### config.mk
export PLATFORM = sky130hd
export DESIGN_NAME = tgc_sqrt
export DESIGN_NICKNAME = d
export VERILOG_FILES = /design/src/rtl/tgc_pkg.sv /design/src/rtl/tgc_sqrt.sv
export SDC_FILE = /design/constraint.sdc
export NUM_CORES = 1
export LEC_CHECK = 0
export BUFFER_PORTS_ARGS = -buffer_cell sky130_fd_sc_hd__buf_2
export CAP_MARGIN = 15
export CORE_MARGIN = 2
export CORE_UTILIZATION = 60
export CTS_CLUSTER_DIAMETER = 100
export DETAILED_ROUTE_END_ITERATION = 8
export PLACE_DENSITY_LB_ADDON = 0.25
export SYNTH_ARGS = -nofsm -noshare
export SYNTH_HDL_FRONTEND = slang
export SYNTH_SLANG_ARGS = --single-unit
export TNS_END_PERCENT = 10
### constraint.sdc
create_clock -name clk -period 19.2 [get_ports clk]
set_input_delay 3.84 -clock clk [delete_from_list [all_inputs] [get_ports clk]]
set_output_delay 3.84 -clock clk [all_outputs]
set_load 0.05 [all_outputs]
### src/rtl/tgc_pkg.sv
`timescale 1ns / 1ps

package tgc_pkg;

  // Window geometry and coordinate width; the port widths are fixed to these.
  localparam int WINDOW_DEPTH      = 30;
  localparam int IDX_W             = 5;
  localparam int CNT_W             = 5;
  localparam int COORD_W           = 12;
  localparam int ZIGZAG_MIN_POINTS = 15;

  // Iterative square root: radicand and root widths.
  localparam int SQ_IN_W  = 34;
  localparam int SQ_OUT_W = 17;
  localparam int SQ_STEPS = 17;

  // Iterative divider by the point count.
  localparam int DIV_W   = 40;
  localparam int DIVR_W  = 5;
  localparam int DIV_CNT_W = 6;

  typedef enum logic [2:0] {
    G_NONE       = 3'd0,
    G_CIRCLE     = 3'd1,
    G_ZIGZAG     = 3'd2,
    G_VERTICAL   = 3'd3,
    G_HORIZONTAL = 3'd4
  } gesture_t;

  typedef enum logic [2:0] {
    CFG_MIN_POINTS         = 3'd0,
    CFG_MIN_PATH_LENGTH    = 3'd1,
    CFG_CIRCLE_CLOSE_DIST  = 3'd2,
    CFG_CIRCLE_MIN_RADIUS  = 3'd3,
    CFG_ZIGZAG_MIN_STEP    = 3'd4,
    CFG_ZIGZAG_MIN_CHANGES = 3'd5,
    CFG_LINE_MIN_EXTENT    = 3'd6
  } cfg_reg_t;

  typedef enum logic [4:0] {
    ST_IDLE,
    ST_CHECK,
    ST_A_RD,
    ST_A_USE,
    ST_A_SQ,
    ST_A_WAIT,
    ST_GATE,
    ST_CLOSE,
    ST_CX_GO,
    ST_CX_WAIT,
    ST_CY_GO,
    ST_CY_WAIT,
    ST_B_RD,
    ST_B_USE,
    ST_B_SQ,
    ST_B_WAIT,
    ST_AVG_GO,
    ST_AVG_WAIT,
    ST_C_RD,
    ST_C_USE,
    ST_C_ACC,
    ST_VAR_GO,
    ST_VAR_WAIT,
    ST_CIRC,
    ST_ZL,
    ST_FIN
  } tgc_state_t;

  // Handshake of the shared arithmetic units toward the sequencer.
  typedef struct packed {
    logic busy;
    logic done;
  } unit_status_t;

endpackage

### src/rtl/tgc_sqrt.sv
`timescale 1ns / 1ps

module tgc_sqrt
  import tgc_pkg::*;
(
  input  logic                clk,
  input  logic                rst,
  input  logic                start,
  input  logic [SQ_IN_W-1:0]  radicand,
  output unit_status_t        status,
  output logic [SQ_OUT_W-1:0] root
);

  logic [SQ_IN_W-1:0] rem;
  logic [SQ_IN_W-1:0] acc;
  logic [SQ_IN_W-1:0] bitv;
  logic [4:0]         steps;
  logic               busy;
  logic               done;
  logic [SQ_IN_W:0]   trial;

  // One result bit per cycle, digit by digit from the top.
  assign trial = {1'b0, acc} + {1'b0, bitv};

  always_ff @(posedge clk) begin
    if (rst) begin
      busy <= 1'b0;
      done <= 1'b0;
    end else begin
      done <= 1'b0;
      if (start) begin
        busy <= 1'b1;
      end else if (busy && steps == 5'd1) begin
        busy <= 1'b0;
        done <= 1'b1;
      end
    end
  end

  always_ff @(posedge clk) begin
    if (start) begin
      rem   <= radicand;
      acc   <= '0;
      bitv  <= SQ_IN_W'(1) << (SQ_IN_W - 2);
      steps <= 5'(SQ_STEPS);
    end else if (busy) begin
      if ({1'b0, rem} >= trial) begin
        rem <= rem - trial[SQ_IN_W-1:0];
        acc <= (acc >> 1) + bitv;
      end else begin
        acc <= acc >> 1;
      end
      bitv  <= bitv >> 2;
      steps <= steps - 5'd1;
    end
  end

  assign status.busy = busy;
  assign status.done = done;
  assign root        = acc[SQ_OUT_W-1:0];

endmodule

==> results.json <==
{
  "wl_per_cell_um": 16.0,
  "post_cts_buffers": 0,
  "finClkSkew_ns": 0.00725,
  "drive_above_1_share_pct": 9.09,
  "r2r-end": "rem[33]",
  "grt-ovfl-total": 0,
  "leakage_nw": 3.25,
  "place.gp.congestion": 0.911,
  "worst_r2r_path_depth": 17,
  "ys_warn_count": 0,
  "p_seq_share_pct": 27.2,
  "slew_violations": 0,
  "synth_common_cells": "nand2_1, o21ai_0, nor2_1",
  "rsz0062_at_grt": "false",
  "syn-num-nets": 1032,
  "tns_ns": 0,
  "p_clk_share_pct": 15.8,
  "synth_cell_types": 67,
  "final_area_um2": 8110,
  "grt_max_degree": 72,
  "top_layer": "met4",
  "drt_iter0_drc": 383,
  "syn_area_per_cell_um2": 8.20,
  "clk_root_buffer_cell": "clkbuf_16",
  "grt_use_total_pct": 27.3,
  "critPathLaunchType": "register",
  "io_pins": 56,
  "area_growth_pct": 7.33,
  "p_comb_share_pct": 56.9,
  "placed_cell_area_um2": 7820,
  "grt_pass1_wl_um": 29100,
  "finalHoldViolCount": 0,
  "grt_pass1_vias": 6182,
  "antennaDiodeCount": 0,
  "cpPeakStageDelay_ns": 0.97,
  "start_util_pct": 60.6,
  "crit_slowest_cell": "o21ai_4",
  "hp-class": "register to register",
  "synth_top_area_share_pct": 15.4,
  "row_count": 41,
  "ys_async_sr_fraction_pct": 0,
  "cts_resized": 0,
  "dieArea_um2": 13500,
  "p_switching_w": 0.000527,
  "synth_area_um2": 7560,
  "crit_required_ns": 19.19,
  "critPathKind": "register to register",
  "wl_met2_um": 8470,
  "final_nets": 1051,
  "fin_crit_ns": 6.51,
  "worst_pin_slew_ns": 1.11,
  "vias_per_cell": 6.05,
  "cp_top_family": "compound AO/OA/AOI/OAI gates",
  "core_um2": 12500,
  "crit_path_start": "acc[6]",
  "worst-path-buf-inv": 0,
  "p_int_w": 0.000627,
  "synth_flop_cell": "dfxtp_1",
  "clock_sinks": 92,
  "netSwitchingFraction_pct": 45.6,
  "die_h_um": 116,
  "setup_slack_ns": 12.69,
  "met1_length_um": 8100,
  "postCtsHoldBufs": 0,
  "path_cells": "ha_1, nand2_1, a221oi_1, a31oi_1, o311ai_0, a21oi_1, o21ai_0, a21oi_1, xor2_1, ha_1, nand3_1, nor4_1, and2_1, a221o_1, o211ai_1, a21o_1, o21ai_4",
  "crit_arrival_ns": 6.50,
  "r2r_start": "acc[6]",
  "clkTransAtPathRegs_ns": 0.07,
  "yosys-top-cells-area": "dfxtp_1, edfxtp_1, ha_1",
  "dpl.hpwl_um": 12900,
  "synthCells": 922,
  "ys_ff_latch": 92,
  "drt_wl_total_um": 17900,
  "finalPower_w": 0.00115,
  "fin_cells": 1118,
  "setup.worst_path.end_class": "register",
  "cts_tree": "built",
  "dp_cells": 1102,
  "cts_buffer_depth": 2,
  "vias": 6763,
  "worst-path-stages": 17,
  "firstDrtPassIters": 5,
  "antenna_found_initial": 0,
  "max-slew-margin-rel_pct": 25.9,
  "endpoint": "rem[33]",
  "vdd_drop_max_mv": 0.0990,
  "drc": 0,
  "status": "finished clean",
  "min_period_over_period_pct": 33.9,
  "route.met3.wl_um": 823,
  "cts-buffers-inserted": 9,
  "max_cap_violations": 0,
  "yosysTopAreaCell": "dfxtp_1",
  "clk_latency_ns": 0.37,
  "max_freq_mhz": 153,
  "setup_viol": 0,
  "port_buffers": 55,
  "rrSetupSlack_ns": 12.69,
  "yosysMostFrequentCell": "nand2_1",
  "worstPathMaxFanout": 34,
  "synth-edff-count": 34,
  "p_per_area_nw_per_um2": 142,
  "fp.dieW_um": 116,
  "htreeDepth": 3,
  "seq_area_frac_synth_pct": 28.9,
  "place_ws_ns": 12.78,
  "ant_nets": 0
}
cells by family (layout without fill, tap and decap cells):
family | after synthesis | in the layout | share of synthesized area (%)
AO/OA/AOI/OAI | 282 | 282 | 24.0
XOR/XNOR | 77 | 77 | 8.92
flip-flops | 92 | 92 | 28.9
buffers and inverters | 76 | 100 | 4.82
AND/OR/NAND/NOR | 296 | 296 | 17.7
adder cells (fa/ha/maj) | 73 | 73 | 12.2
multiplexers | 26 | 26 | 3.46
worst min path at each step:
stage	slack, ns	cells after the start	endpoint	from
2_1_floorplan	0.47	2	steps[4]	steps[4]
6_report	0.51	2	acc[0]	acc[0]
4_1_cts	0.51	2	steps[4]	steps[4]
5_1_grt	0.55	2	steps[4]	steps[4]
3_3_place_gp	0.48	2	steps[4]	steps[4]
3_5_place_dp	0.49	2	steps[4]	steps[4]
power by group through the flow:
stage	logic, W	clock network [W]	registers (W)
floorplan	0.000530	0	0.000302
global placement	0.000637	0	0.000318
CTS	0.000654	0.000186	0.000314
finish	0.000657	0.000183	0.000314
global route	0.000731	0.000193	0.000321
detailed placement	0.000647	0	0.000318
placed cells by master, fill, tap and decap left out, types with 3 or more instances in the layout:
cell	n
nand2_1	106
o21ai_0	94
nor2_1	88
ha_1	72
dfxtp_1	57
buf_2	54
a21oi_1	47
xor2_1	39
xnor2_1	38
edfxtp_1	34
inv_1	26
mux2i_1	25
a31oi_1	23
a211oi_1	18
nand3_1	17
a21o_1	17
nor3_1	16
nor2b_1	14
nand4_1	13
a221oi_1	13
o21bai_1	13
or3_1	9
clkbuf_16	9
and2_1	8
o211ai_1	7
nand2b_1	6
nor4_1	5
a311oi_1	5
o31a_1	5
o31ai_1	5
a31o_2	4
a211o_1	4
and3_1	4
buf_4	4
o311ai_0	3
flip-flops by register name, summed over array words and instances (netlist names):
| name | count |
|---|---|
| steps | 5 |
| done | 1 |
| busy | 1 |
| rem | 34 |
| acc | 34 |
| bitv | 17 |
layout make-up:
cell class | count | area (um^2)
tap | 172 | 215
clock inverter | 6 | 63.8
inverter | 26 | 97.6
timing repair buffer | 58 | 300
sequential | 92 | 2180
fill | 1129 | 4350
multi-input combinational | 754 | 5020
clock buffer | 10 | 229
worst min-delay path, cell delays in order, from the launching register on:
cell and delay, ns:
dfxtp_1 0.32, nor2_1 0.09, a211oi_1 0.05
through the flow:
step	util [%]	hold WS (ns)
final	65.1	0.508
after global routing	65.1	0.549
after CTS	65.1	0.508
after detailed placement	62.7	0.490
after global placement	62.7	0.483
after floorplan	-	0.466
layer usage:
layer / up-vias / track usage [%]
met2: 156 / 47.1
met3: 45 / 6.38
met5: - / 0
met1: 3141 / 33.3
met4: 0 / 10.0
li1: 3421 / -
(Power assumes the default switching activity.)
