`config.mk`:
```
export PLATFORM = sky130hd
export DESIGN_NAME = tgc_div
export DESIGN_NICKNAME = d
export VERILOG_FILES = /design/src/rtl/tgc_pkg.sv /design/src/rtl/tgc_div.sv
export SDC_FILE = /design/constraint.sdc
export NUM_CORES = 1
export LEC_CHECK = 0
export ABC_AREA = 1
export BUFFER_PORTS_ARGS = -buffer_cell sky130_fd_sc_hd__buf_2
export CAP_MARGIN = 20
export CORE_ASPECT_RATIO = 0.9
export CORE_MARGIN = 3
export CORE_UTILIZATION = 50
export CTS_CLUSTER_SIZE = 24
export DETAILED_ROUTE_END_ITERATION = 12
export MAX_ROUTING_LAYER = met4
export PLACE_DENSITY = 0.78
export SYNTH_ARGS = -nofsm -noshare
export SYNTH_HDL_FRONTEND = slang
export SYNTH_SLANG_ARGS = --single-unit
```
`constraint.sdc`:
```
create_clock -name clk -period 4.9 [get_ports clk]
set_input_delay 0.245 -clock clk [delete_from_list [all_inputs] [get_ports clk]]
set_output_delay 0.245 -clock clk [all_outputs]
set_load 0.1 [all_outputs]
```
`src/rtl/tgc_pkg.sv`:
```
`timescale 1ns / 1ps

package tgc_pkg;

  // Window geometry and coordinate width; the port widths are fixed to these.
  localparam int WINDOW_DEPTH      = 30;
  localparam int IDX_W             = 5;
  localparam int CNT_W             = 5;
  localparam int COORD_W           = 12;
  localparam int ZIGZAG_MIN_POINTS = 15;

  // Iterative square root: radicand and root widths.
  localparam int SQ_IN_W  = 34;
  localparam int SQ_OUT_W = 17;
  localparam int SQ_STEPS = 17;

  // Iterative divider by the point count.
  localparam int DIV_W   = 40;
  localparam int DIVR_W  = 5;
  localparam int DIV_CNT_W = 6;

  typedef enum logic [2:0] {
    G_NONE       = 3'd0,
    G_CIRCLE     = 3'd1,
    G_ZIGZAG     = 3'd2,
    G_VERTICAL   = 3'd3,
    G_HORIZONTAL = 3'd4
  } gesture_t;

  typedef enum logic [2:0] {
    CFG_MIN_POINTS         = 3'd0,
    CFG_MIN_PATH_LENGTH    = 3'd1,
    CFG_CIRCLE_CLOSE_DIST  = 3'd2,
    CFG_CIRCLE_MIN_RADIUS  = 3'd3,
    CFG_ZIGZAG_MIN_STEP    = 3'd4,
    CFG_ZIGZAG_MIN_CHANGES = 3'd5,
    CFG_LINE_MIN_EXTENT    = 3'd6
  } cfg_reg_t;

  typedef enum logic [4:0] {
    ST_IDLE,
    ST_CHECK,
    ST_A_RD,
    ST_A_USE,
    ST_A_SQ,
    ST_A_WAIT,
    ST_GATE,
    ST_CLOSE,
    ST_CX_GO,
    ST_CX_WAIT,
    ST_CY_GO,
    ST_CY_WAIT,
    ST_B_RD,
    ST_B_USE,
    ST_B_SQ,
    ST_B_WAIT,
    ST_AVG_GO,
    ST_AVG_WAIT,
    ST_C_RD,
    ST_C_USE,
    ST_C_ACC,
    ST_VAR_GO,
    ST_VAR_WAIT,
    ST_CIRC,
    ST_ZL,
    ST_FIN
  } tgc_state_t;

  // Handshake of the shared arithmetic units toward the sequencer.
  typedef struct packed {
    logic busy;
    logic done;
  } unit_status_t;

endpackage

```
`src/rtl/tgc_div.sv`:
```
`timescale 1ns / 1ps

module tgc_div
  import tgc_pkg::*;
(
  input  logic              clk,
  input  logic              rst,
  input  logic              start,
  input  logic [DIV_W-1:0]  dividend,
  input  logic [DIVR_W-1:0] divisor,
  output unit_status_t      status,
  output logic [DIV_W-1:0]  quotient
);

  logic [DIV_W-1:0]     q;
  logic [DIVR_W-1:0]    rem;
  logic [DIVR_W-1:0]    dvs;
  logic [DIV_CNT_W-1:0] steps;
  logic                 busy;
  logic                 done;
  logic [DIVR_W:0]      trial;

  // Restoring division, one quotient bit per cycle.
  assign trial = {rem, q[DIV_W-1]};

  always_ff @(posedge clk) begin
    if (rst) begin
      busy <= 1'b0;
      done <= 1'b0;
    end else begin
      done <= 1'b0;
      if (start) begin
        busy <= 1'b1;
      end else if (busy && steps == DIV_CNT_W'(1)) begin
        busy <= 1'b0;
        done <= 1'b1;
      end
    end
  end

  always_ff @(posedge clk) begin
    if (start) begin
      q     <= dividend;
      rem   <= '0;
      dvs   <= divisor;
      steps <= DIV_CNT_W'(DIV_W);
    end else if (busy) begin
      if (trial >= {1'b0, dvs}) begin
        rem <= DIVR_W'(trial - {1'b0, dvs});
        q   <= {q[DIV_W-2:0], 1'b1};
      end else begin
        rem <= trial[DIVR_W-1:0];
        q   <= {q[DIV_W-2:0], 1'b0};
      end
      steps <= steps - DIV_CNT_W'(1);
    end
  end

  assign status.busy = busy;
  assign status.done = done;
  assign quotient    = q;

endmodule

```
==> Implementation_results.wiki <==
{| class="wikitable"
! Metric !! Value
|-
| Status || completed
|-
| CTS Buffer Depth || 2
|-
| Depth of the CTS H-tree || 3
|-
| Post-synthesis share of cell area spent on xor and xnor gates || 0.327%
|-
| Post-Synthesis Cells || 289
|-
| Initial core utilization || 53.4%
|-
| Final HPWL DP || 4180 microns
|-
| Maximum vdd ir drop || 0.257 mV
|-
| Synth Net Count || 345
|-
| Internal Pwr Total || 0.000914 W
|-
| Number of filler instances in the final layout || 415
|-
| Global-route wire length before repair || 9460 microns
|-
| Iteration-0 DRC Markers || 109
|-
| Area after DPL || 3150 sq um
|-
| Slew of the pin with the lowest slew margin || 0.907 ns
|-
| CTS Sinks || 58
|-
| Simple-gate area share of the yosys netlist || 27.4%
|-
| RSZ-0062 raised after global routing || no
|-
| Pwr Density || 444 nW/um^2
|-
| Post-synthesis share of cell area spent on full adders, half adders and majority gates || 4.02%
|-
| Met3 Track Usage GR || 7.46%
|-
| Minimum period implied by the final worst setup slack || 1.78 ns
|-
| Overall track demand over capacity in global routing || 19.9%
|-
| Critical path arrival || 2.00 ns
|-
| Design Area, Final || 3340 sq um
|-
| Diodes inserted || 0
|-
| Quantity of I/O buffers inserted on ports || 89
|-
| Top library cells by usage in the layout, fill and taps aside || sky130_fd_sc_hd__nand2_1, sky130_fd_sc_hd__buf_2, sky130_fd_sc_hd__edfxtp_1, sky130_fd_sc_hd__inv_1
|-
| Core footprint || 5010 sq um
|-
| Total iterations of the first detailed-routing run || 4
|-
| Sequential share of power || 41.5%
|-
| Hold Path Origin || divisor[4]
|-
| Share of power burned in the clock network || 28.7%
|-
| Number of buffers inserted for hold repair after clock tree synthesis || 0
|-
| Startpoint type of the worst setup path || flip-flop
|-
| Internal reg-to-reg setup slack || 3.12 ns
|-
| Compound-gate portion of the synthesized area || 2.71%
|-
| Final setup violation count || 0
|-
| Synthesized area || 2680 sq um
|-
| Final period util || 36.3%
|-
| Initial antenna violation count || 0
|-
| Placed cell count || 433
|-
| Maxcap violations || 0
|-
| Die Y-Extent || 75.4 microns
|-
| Row count || 24
|-
| Switching power of the nets || 0.000571 W
|-
| Reg2Reg Launch Point || quotient[39]$_DFFE_PP_
|-
| Max-Slew Margin vs Limit || 39.6%
|-
| Layout area overhead || 24.9%
|-
| Final Routed Wirelength || 5990 microns
|-
| Terminating pin of the worst hold path || dvs[4]$_DFFE_PP_
|-
| Number of register bits inferred by synthesis || 58
|-
| Die footprint || 6270 sq um
|-
| Average cell area after synthesis || 9.26 sq um
|-
| Post-layout utilization of the core || 66.6%
|-
| Number of buffers added for setup after CTS || 0
|-
| Top-level port count || 90
|-
| Part of the Yosys area used for sequential elements || 60.2%
|-
| Cell Count, Final, Fillers Out || 449
|-
| Total DRC errors in the routed layout || 0
|-
| Resized Gates After CTS || 0
|-
| Nature of the critical path endpoint || flip-flop
|-
| Most Crowded Layer GR || met2
|-
| Type of the setup path with the least slack || flip-flop to flip-flop
|-
| Number of cells traversed by the worst hold path || 1
|-
| Clk pin slew, worst setup/hold paths || 0.07 ns
|-
| R2R cell count || 10
|-
| Remaining number of nets flagged by the antenna check after routing || 0
|-
| Global-route met2 utilization || 32.7%
|-
| Maximum fanout count along the critical path || 7
|-
| Largest net degree at the start of global routing || 51
|-
| Peak Freq || 0.562 GHz
|-
| Reg-to-reg critical path endpoint || rem[0]$_SDFFE_PP0P_
|-
| Classification of the worst-slack hold path || input pin to flip-flop
|-
| TritonCTS Buffers || 9
|-
| Clock tree from TritonCTS || done
|-
| Number of hold-slack violations in the final timing report || 0
|-
| Fraction of power spent switching nets || 38.4%
|-
| Vias in the first global route || 2118
|-
| Leak || 1.68 nW
|-
| Distinct cell type count of the synthesized netlist || 30
|-
| Drt via density || 4.90
|-
| Number of nets at the end of the flow || 435
|-
| Worst skew pair latency || 0.33 ns
|-
| DR vias || 2202
|-
| Total negative slack for setup checks || 0 ns
|-
| Mux share of post-synthesis cell area || 0%
|-
| Routability Congestion || 0.837
|-
| Total number of yosys warnings || 0
|-
| GRT met1 Usage || 23.3%
|-
| CTS Root Buffer Type || sky130_fd_sc_hd__clkbuf_8
|-
| Final setup skew || 0.00953 ns
|-
| Layout cell share with drive strength beyond 1 || 29.2%
|-
| GRT overflow || 0
|-
| Most frequent standard cell in the layout excluding fill and tap cells || sky130_fd_sc_hd__nand2_1
|-
| Number of slew-limit violations in the final report || 0
|-
| Main combinational cell family by area after synthesis || simple AND/OR/NAND/NOR gates
|-
| Fraction of power consumed by combinational cells || 29.8%
|-
| Crit path required time || 5.12 ns
|-
| Die width || 83.1 microns
|-
| Routed len/inst || 13.3 microns
|}
[critical path, cell delays in order, from the launching register on]
cell and delay (ns):
sky130_fd_sc_hd__edfxtp_1 0.39, sky130_fd_sc_hd__inv_1 0.10, sky130_fd_sc_hd__ha_1 0.14, sky130_fd_sc_hd__inv_1 0.06, sky130_fd_sc_hd__fa_1 0.40, sky130_fd_sc_hd__nand2_1 0.08, sky130_fd_sc_hd__nand2_1 0.10, sky130_fd_sc_hd__nand3_4 0.13
sky130_fd_sc_hd__nand3_1 0.10, sky130_fd_sc_hd__nand3_1 0.11, sky130_fd_sc_hd__nand2_1 0.06
[cell type report]
cell class	instances	area, sq um	share of cell area (%)
Clock buffer	12	145	4.34
Timing Repair Buffer	90	453	13.6
Clock inverter	4	42.5	1.27
Sequential cell	58	1610	48.2
Multi-Input combinational cell	197	922	27.6
Inverter	23	86.3	2.58
Tap cell	65	81.3	2.43
[stage by stage]
step / setup slack (ns) / total power, W / hold slack, ns
final: 3.12 / 0.00149 / 0.0847
after global routing: 2.99 / 0.00155 / 0.0723
after CTS: 3.13 / 0.00149 / 0.0747
after detailed placement: 2.85 / 0.00107 / 0.424
after global placement: 2.86 / 0.00106 / 0.421
after floorplan: 2.73 / 0.000988 / 0.317
[worst max path at each step]
stage / start / endpoint / slack (ns) / depth (start not counted)
after CTS: quotient[39]$_DFFE_PP_ / quotient[0]$_DFFE_PP_ / 3.13 / 8
after global placement: start / quotient[0]$_DFFE_PP_ / 2.86 / 4
after global routing: quotient[39]$_DFFE_PP_ / rem[4]$_SDFFE_PP0P_ / 2.99 / 11
after detailed placement: start / quotient[0]$_DFFE_PP_ / 2.85 / 4
after floorplan: quotient[39]$_DFFE_PP_ / rem[3]$_SDFFE_PP0P_ / 2.73 / 11
final: quotient[39]$_DFFE_PP_ / rem[0]$_SDFFE_PP0P_ / 3.12 / 10
[power groups by stage]
stage               Sequential [W]  Clock (W)  Combinational (W)
finish                    0.000616   0.000426           0.000443
global route              0.000621   0.000459           0.000466
CTS                       0.000616   0.000431           0.000445
detailed placement        0.000625          0           0.000444
global placement          0.000626          0           0.000434
floorplan                 0.000875          0           0.000113
[flip-flops by register name, indices dropped and copies added (netlist names)]
signal / flops
steps: 6
done: 1
rem: 5
busy: 1
dvs: 5
quotient: 40
[cell usage after synthesis (all sizes together)]
library cell | count | area [sq um]
a21oi | 6 | 30.0
a31oi | 1 | 6.26
buf | 8 | 45.0
clkbuf | 3 | 11.3
dfxtp | 13 | 260
edfxtp | 45 | 1350
fa | 1 | 20.0
ha | 7 | 87.6
inv | 23 | 86.3
nand2 | 145 | 552
nand3 | 14 | 82.6
nand4 | 1 | 6.26
nor2 | 9 | 51.3
nor3 | 3 | 20.0
o211ai | 1 | 7.51
o21ai | 3 | 15.0
o22ai | 1 | 6.26
o31ai | 1 | 7.51
or2 | 3 | 21.3
xnor2 | 1 | 8.76
[kinds of logic after synthesis]
group	after synthesis
AO/OA/AOI/OAI	13
buffers and inverters	34
flip-flops	58
XOR/XNOR	1
AND/OR/NAND/NOR	175
adder cells (fa/ha/maj)	8
[metal layers]
metal,wire length (microns),share of wire [%]
met1,2510,42
met2,3000,50
met3,396,6.6
met4,87,1.5
met5,0,0
(Power assumes the default switching activity.)
